$ cat src/hw/rtl/accel_offset_matrix_correct_macros.svh
// assertion helpers shared by the calibration block
`ifndef ACCEL_OFFSET_MATRIX_CORRECT_MACROS_SVH
`define ACCEL_OFFSET_MATRIX_CORRECT_MACROS_SVH

// same-cycle implication, off while reset is high
`define AOMC_ASSERT_NOW(label, clk, rst, ante, cons) \
   label: assert property (@(posedge clk) disable iff (rst) (ante) |-> (cons)) \
      else $error("aomc assertion failed");

// next-cycle implication, off while reset is high
`define AOMC_ASSERT_NEXT(label, clk, rst, ante, cons) \
   label: assert property (@(posedge clk) disable iff (rst) (ante) |=> (cons)) \
      else $error("aomc assertion failed");

`endif

$ cat src/hw/rtl/aomc_pkg.sv
package aomc_pkg;

   // default build values
   localparam int COEF_FRAC_BITS_DEF = 14;
   localparam int RESULT_WIDTH_DEF   = 24;

   // fixed field widths
   localparam int RAW_W      = 16;
   localparam int SCALED_W   = 21;   // raw count times 25
   localparam int OFFSET_W   = 24;
   localparam int D_W        = 26;   // scaled minus offset, exact
   localparam int COEF_W     = 16;
   localparam int GAIN_W     = 3 * COEF_W;
   localparam int PROD_W     = D_W + COEF_W;
   localparam int REQ_DATA_W = 3 * RAW_W;
   localparam int CSR_DATA_W = GAIN_W;
   localparam int CSR_IDX_W  = 3;

   // register indexes
   localparam logic [CSR_IDX_W-1:0] CSR_OFFSET_X   = 3'd0;
   localparam logic [CSR_IDX_W-1:0] CSR_OFFSET_Y   = 3'd1;
   localparam logic [CSR_IDX_W-1:0] CSR_OFFSET_Z   = 3'd2;
   localparam logic [CSR_IDX_W-1:0] CSR_GAIN_ROW_X = 3'd3;
   localparam logic [CSR_IDX_W-1:0] CSR_GAIN_ROW_Y = 3'd4;
   localparam logic [CSR_IDX_W-1:0] CSR_GAIN_ROW_Z = 3'd5;

   // load strobes for the row datapath stages
   typedef struct packed {
      logic load_mul;
      logic load_sum;
      logic load_out;
   } stage_ctl_type;

endpackage

$ cat src/hw/rtl/aomc_row.sv
module aomc_row #(
   parameter int COEF_FRAC_BITS = aomc_pkg::COEF_FRAC_BITS_DEF,
   parameter int RESULT_WIDTH   = aomc_pkg::RESULT_WIDTH_DEF
) (
   input  logic                                clock,
   input  aomc_pkg::stage_ctl_type             ctl,
   input  logic signed [aomc_pkg::D_W-1:0]     d_x,
   input  logic signed [aomc_pkg::D_W-1:0]     d_y,
   input  logic signed [aomc_pkg::D_W-1:0]     d_z,
   input  logic        [aomc_pkg::GAIN_W-1:0]  gain,
   output logic signed [RESULT_WIDTH-1:0]      accel
);
   import aomc_pkg::*;

   // wide enough for three products plus rounding, and to leave a sign bit above the result
   localparam int ACC_MIN_W = PROD_W + 3;
   localparam int ACC_W = (ACC_MIN_W > RESULT_WIDTH + COEF_FRAC_BITS + 1) ?
                          ACC_MIN_W : RESULT_WIDTH + COEF_FRAC_BITS + 1;
   localparam int SHR_W = ACC_W - COEF_FRAC_BITS;

   localparam logic signed [ACC_W-1:0] RND =
      {{(ACC_W-COEF_FRAC_BITS){1'b0}}, 1'b1, {(COEF_FRAC_BITS-1){1'b0}}};
   localparam logic signed [SHR_W-1:0] MAXV =
      {{(SHR_W-RESULT_WIDTH+1){1'b0}}, {(RESULT_WIDTH-1){1'b1}}};
   localparam logic signed [SHR_W-1:0] MINV = ~MAXV;

   logic signed [COEF_W-1:0] coef_x, coef_y, coef_z;
   logic signed [PROD_W-1:0] prod_x_ff, prod_y_ff, prod_z_ff;
   logic signed [PROD_W-1:0] prod_x_in, prod_y_in, prod_z_in;
   logic signed [ACC_W-1:0]  acc_ff, acc_in;
   logic signed [ACC_W-1:0]  acc_shifted;
   logic signed [SHR_W-1:0]  shr;
   logic signed [RESULT_WIDTH-1:0] accel_ff, accel_in;

   assign coef_x = $signed(gain[COEF_W-1:0]);
   assign coef_y = $signed(gain[2*COEF_W-1:COEF_W]);
   assign coef_z = $signed(gain[3*COEF_W-1:2*COEF_W]);

   // stage: one product per axis
   always_comb begin
      prod_x_in = PROD_W'(d_x) * PROD_W'(coef_x);
      prod_y_in = PROD_W'(d_y) * PROD_W'(coef_y);
      prod_z_in = PROD_W'(d_z) * PROD_W'(coef_z);
   end

   // stage: sum with the half-lsb rounding term folded in
   assign acc_in = ACC_W'(prod_x_ff) + ACC_W'(prod_y_ff) + ACC_W'(prod_z_ff) + RND;

   // stage: floor shift then clamp
   assign acc_shifted = acc_ff >>> COEF_FRAC_BITS;
   assign shr         = acc_shifted[SHR_W-1:0];

   always_comb begin
      priority if (shr > MAXV) begin
         accel_in = MAXV[RESULT_WIDTH-1:0];
      end else if (shr < MINV) begin
         accel_in = MINV[RESULT_WIDTH-1:0];
      end else begin
         accel_in = shr[RESULT_WIDTH-1:0];
      end
   end

   always_ff @(posedge clock) begin
      if (ctl.load_mul) begin
         prod_x_ff <= prod_x_in;
         prod_y_ff <= prod_y_in;
         prod_z_ff <= prod_z_in;
      end
      if (ctl.load_sum) begin
         acc_ff <= acc_in;
      end
      if (ctl.load_out) begin
         accel_ff <= accel_in;
      end
   end

   assign accel = accel_ff;

endmodule
$ cat config.mk
export PLATFORM = sky130hd
export DESIGN_NAME = aomc_row
export DESIGN_NICKNAME = d
export VERILOG_FILES = /design/src/hw/rtl/accel_offset_matrix_correct_macros.svh /design/src/hw/rtl/aomc_pkg.sv /design/src/hw/rtl/aomc_row.sv
export SDC_FILE = /design/constraint.sdc
export NUM_CORES = 2
export LEC_CHECK = 0
export ABC_AREA = 1
export BUFFER_PORTS_ARGS = -buffer_cell sky130_fd_sc_hd__buf_2
export CAP_MARGIN = 20
export CORE_MARGIN = 4
export CORE_UTILIZATION = 49
export CTS_BUF_LIST = sky130_fd_sc_hd__clkbuf_8
export DETAILED_ROUTE_END_ITERATION = 12
export HOLD_SLACK_MARGIN = 0.02
export PLACE_DENSITY = 0.65
export SYNTH_ARGS = -nofsm -noshare
export SYNTH_HDL_FRONTEND = slang
export SYNTH_SLANG_ARGS = --single-unit
$ cat constraint.sdc
create_clock -name clock -period 11.9 [get_ports clock]
set_input_delay 1.19 -clock clock [delete_from_list [all_inputs] [get_ports clock]]
set_output_delay 1.19 -clock clock [all_outputs]
set_load 0.03 [all_outputs]
* Word-level counts from Yosys, hierarchy flattened *
Cells that the tools add are included.

word-level totals
  logic and storage cells = 14
  bits in latches = 0
  input port bits = 130
  bits in registers = 195
  output and inout port bits = 24
  memory bits (writable) = 0
  memories = 0
  bits in read-only memories = 0

cells by class
  $lt $le $gt $ge = 2
  div/mod/pow operators = 0
  multiply operators = 3
  multiplexer cells = 1
  equality and inequality tests = 0
  $add $sub $neg = 3
  bitwise logic cells = 0
  reduce and logical (&&, ||, !) cells = 0
  shifts and indexed selects = 0

operators with widths
  cell                      number
  $mul A26 B16 Y42          3
  $add A44 B15 Y45 const B  1
  $add A43 B42 Y44          1
  $add A42 B42 Y43          1
  $gt A31 B24 Y1 const B    1
  $lt A31 B24 Y1 const B    1
  $mux W24                  1

* Longest topological paths before layout *
  depth after elaboration = 3
  depth in mapped cells = 29
  depth with buffers taken out = 27

* Least setup slack after synthesis *
No wires, ideal clock.

  path kind = input-to-reg
  from = input port gain[20] (netlist bit)
  to = register prod_y_ff[37], data pin
  stages = 21
  setup slack = 5.285 ns
  arrival = 6.362 ns
  library setup time = 0.253 ns
  cell sequence = clkbuf_1 -> clkbuf_1 -> nand2_1 -> fa_1 -> inv_1 -> fa_1 -> fa_1 -> inv_1 -> fa_1 -> inv_1 -> fa_1 -> fa_1 -> ha_1 -> inv_1 -> o21ai_0 -> or2_2 -> o21bai_1 -> nor2_1 -> nand3_1 -> nand2_1 -> nand2_1

between the ends
  longest elaborated chain between the ends = 1

RTL lines
  what                    line            RTL
  start: declaration      aomc_row.sv:10  input logic [aomc_pkg::GAIN_W-1:0] gain,
  $mul A26 B16 Y42        aomc_row.sv:42  prod_y_in = PROD_W'(d_y) * PROD_W'(coef_y);
  via prod_y_in[37]       aomc_row.sv:29  logic signed [PROD_W-1:0] prod_x_in, prod_y_in, prod_z_in;
  end signal: assignment  aomc_row.sv:66  prod_y_ff <= prod_y_in;
  end: declaration        aomc_row.sv:28  logic signed [PROD_W-1:0] prod_x_ff, prod_y_ff, prod_z_ff;

The timed path passes the listed nets, and every way through them passes these cells.
A chain may end at the register's enable or synchronous reset.

* Worst setup path after layout *
  from = input port gain[4] (netlist bit)
  to = register prod_x_ff[38], data pin

between the ends
  longest elaborated chain between the ends = 1

RTL lines
  what                    line            RTL
  $mul A26 B16 Y42        aomc_row.sv:41  prod_x_in = PROD_W'(d_x) * PROD_W'(coef_x);
  via prod_x_in[38]       aomc_row.sv:29
  end signal: assignment  aomc_row.sv:65  prod_x_ff <= prod_x_in;
  end: declaration        aomc_row.sv:28

The timed path passes the listed nets, and every way through them passes these cells.

==> results.txt <==
The top layer used by detailed routing was met4. In this run the post-CTS setup repair buffer count came out at 0. For the worst setup path, the data required time is 12.14 ns.

The via count came out at 44500. For this run, the detailed router's first-pass iteration total came to 6. The post-synthesis cell type count came out at 44.

The fill cell instance count of the final layout was 11300. The most repeated library cell on the critical path was sky130_fd_sc_hd__fa_1. The signal on the critical path passes through buf_2, nand2_1, fa_1, inv_1, fa_1, inv_1, fa_1, fa_1, fa_1, fa_1, inv_1, ha_1, nand2_1, nor2_1, nand2_1, nor2_1, nand4_1, nand4_1, nand2_1. The flow ran to the end, and the final reports show no timing, DRC or antenna violations.

In this run the biggest area consumer among cell types represents 43.2% of the synthesized area. The startpoint type of the worst setup path is an input pin. After detailed routing, the number of remaining DRC violations is 0. When the netlist entered floorplanning its net count stood at 9094. By area the synthesized netlist is led by sky130_fd_sc_hd__fa_1 43%, sky130_fd_sc_hd__inv_1 14%, sky130_fd_sc_hd__nand2_1 12%.

The largest net degree at the start of global routing came out at 86. The largest total area in the synthesized netlist belongs to sky130_fd_sc_hd__fa_1. From bottom edge to top edge, the die measures 352 um. The tools report the total wirelength of the detailed-routed design as 150000 um.

The worst path in the final design needs a cycle of 6.96 ns, including I/O delays and setup. In the post-synthesis netlist, the cell with the most instances is sky130_fd_sc_hd__inv_1. Relative to the synthesized area, the layout overhead comes to 3.51%. The tools report the initial antenna violation count as 4.

The floorplan step set the die width to 352 um. CTS saw 181 sinks. The mean number of vias per cell was 5.08. By startpoint and endpoint, the worst setup path is classified as input pin to register. After detailed routing, the met2 layer carries 72700 um of wire.

The cell chosen for the clock root was sky130_fd_sc_hd__clkbuf_8. Synthesis inferred 181 register bits. The floorplan step defined a die boundary enclosing 124000 um2. The core region is 117000 um2. The commonest cells after synthesis are 2188 x sky130_fd_sc_hd__inv_1, 1863 x sky130_fd_sc_hd__nand2_1, 1247 x sky130_fd_sc_hd__fa_1. Synthesis produced a netlist whose cell count is 7328. The boundary pin count was 154; the detail-routed net length per standard cell was 17.1 um. In the synthesized netlist the async set-or-reset flop fraction comes to 0%. Along the worst path, the maximum fanout reaches 26. The number of enable flip-flop cells after synthesis was 181; the number of rows created at floorplan was 125. Once the floorplan was initialized, standard cells occupied 49.6% of the core. The data arrival time at the worst-slack endpoint was 7.21 ns; the first-pass GRT wire length was 248000 um. The wire length on met3 came out at 8350 um. Clock tree synthesis inserted a total of 17 buffers.

The main flop type after synthesis is sky130_fd_sc_hd__edfxtp_1. The transition time at the pin with the least slew margin came out at 0.943 ns. For this run, the number of Yosys warnings is 0.

The register cell area after layout came out at 5440 um2. Setup repair after global routing left no endpoint under its margin. Summing all multi-input logic gate instances after layout gives 43100 um2.

The number of hold violations in the final report is 0, and the peak clock frequency supported by timing is 144 MHz. After synthesis the cells add up to 57900 um2. STA classifies the critical path endpoint as a register. Global routing finished with a remaining overflow of 0. TritonCTS built the clock tree. The highest-delay cell along the critical path was sky130_fd_sc_hd__fa_1. Share of post-route cells with drive strength above 1: 3.79%. Across the run, the number of max-cap violations was 0. Across the routed clock network, the largest skew measured is 0.0183 ns. The wire length on met1 is 66600 um.

The clock edge transition at the registers on the reported setup and hold paths is 0.11 ns, and the number of buffers added to fix hold violations after cts is 0. For this block, the initial DRC count from the detailed router was 3332. Adding up every negative setup slack in the final design gives 0 ns. Headroom to the max-slew limit came out at 37.1%.

The number of global-route vias before repair is 47100. The run gives 2 as the number of buffers between clock root and the deepest sink. The clock latency reported for the late side of the worst-skew pair came out at 0.50 ns. The H-tree was split into 4 levels. The net count of the finished layout is 8990. The half-perimeter wire length of the detailed placement result was 129000 um; the maximum cell stage delay along the critical path was 0.74 ns. The number of max-slew violations in the final report was 0; the average instance area after synthesis was 7.89 um2. The combined global-route utilization of all metal layers was 25.3%; the final setup violation count was 0. Port buffering added 153 buffers. Dividing the final minimum period by the clock period gives 58.5%. For this run, the register share of the synthesized area comes to 9.39%. At the end of routability-driven placement, the weighted congestion stood at 0.971. The number of nets with antenna violations after detailed routing was 0; the count of cells resized by post-cts repair was 0. In this run the worst hold path is classified as register to register.
## final cells by class
cell class	count	share of cell area, %
antenna	4	0.0167
clock inverter	14	0.178
tap	1524	3.18
sequential	181	9.08
clock buffer	17	0.391
multi-input combinational	4672	72.0
inverter	2193	13.7
timing repair buffer	159	1.39
## final timing paths
kind	start	end	slack, ns	cells after the start
hold / removal	acc_ff[44]	accel[23]	0.47	0
hold reg to reg	acc_ff[44]	accel[23]	0.47	0
setup reg to reg	prod_x_ff[32]	acc_ff[37]	8.67	10
setup / recovery	gain[4]	prod_x_ff[38]	4.94	19
## through the flow
step | worst slack [ns] | util [%] | instance area, um2 | hold WS, ns | cells
2_1_floorplan | 5.29 | - | 57900 | 0.500 | 7328
3_3_place_gp | 4.50 | 51.0 | 59500 | 0.454 | 8728
3_5_place_dp | 4.44 | 51.0 | 59500 | 0.455 | 8728
4_1_cts | 5.01 | 51.3 | 59800 | 0.478 | 8759
5_1_grt | 4.68 | 51.3 | 59900 | 0.514 | 8763
6_report | 4.94 | 51.3 | 59900 | 0.469 | 8764
## state kept, by name, indices dropped and copies added, names as in the netlist
name	cells
prod_y_ff	42
prod_x_ff	42
prod_z_ff	42
accel	24
acc_ff	31
## worst max-delay path, delay by kind of cell
family	cells	cell delay, ns
fa+ha+maj	7	3.71
simple gates	8	1.51
buf+inv	4	0.76
## layout by cell type (no fill, tap or decap), types with 9 or more instances in the layout
cell	n
sky130_fd_sc_hd__xnor2_1	36
sky130_fd_sc_hd__nand2_1	1863
sky130_fd_sc_hd__or2_2	21
sky130_fd_sc_hd__o21bai_1	14
sky130_fd_sc_hd__ha_1	389
sky130_fd_sc_hd__fa_1	1247
sky130_fd_sc_hd__nand4_1	43
sky130_fd_sc_hd__a21o_1	10
sky130_fd_sc_hd__a21oi_1	197
sky130_fd_sc_hd__nand3b_1	12
sky130_fd_sc_hd__buf_2	152
sky130_fd_sc_hd__nand3_2	9
sky130_fd_sc_hd__nand3_1	127
sky130_fd_sc_hd__edfxtp_1	181
sky130_fd_sc_hd__a31oi_1	10
sky130_fd_sc_hd__o21ai_0	140
sky130_fd_sc_hd__clkbuf_8	17
sky130_fd_sc_hd__o21ai_1	22
sky130_fd_sc_hd__nor2_2	12
sky130_fd_sc_hd__nor3_1	13
sky130_fd_sc_hd__nor2_1	364
sky130_fd_sc_hd__xor2_1	80
sky130_fd_sc_hd__nand2_2	17
sky130_fd_sc_hd__inv_1	2190
## metal layers
layer | global-route usage, % | vias to the layer above
met3 | 2.19 | 175
met1 | 36.4 | 22300
li1 | - | 20700
met5 | 0 | -
met4 | 4.45 | 0
met2 | 42.7 | 1348
## logic make-up after synthesis
| kind of cell | share of synthesized area, % |
|---|---|
| xor gates and xnor gates | 1.78 |
| AOI/OAI and AO/OA | 3.95 |
| and+or+nand+nor | 17.2 |
| buffers and inverters | 16.1 |
| DFF | 9.39 |
| adders and majority gates | 51.6 |
Power is left out: the tool's default activity adds up to more than one toggle a clock period on the data nets, which glitch-free logic cannot reach.
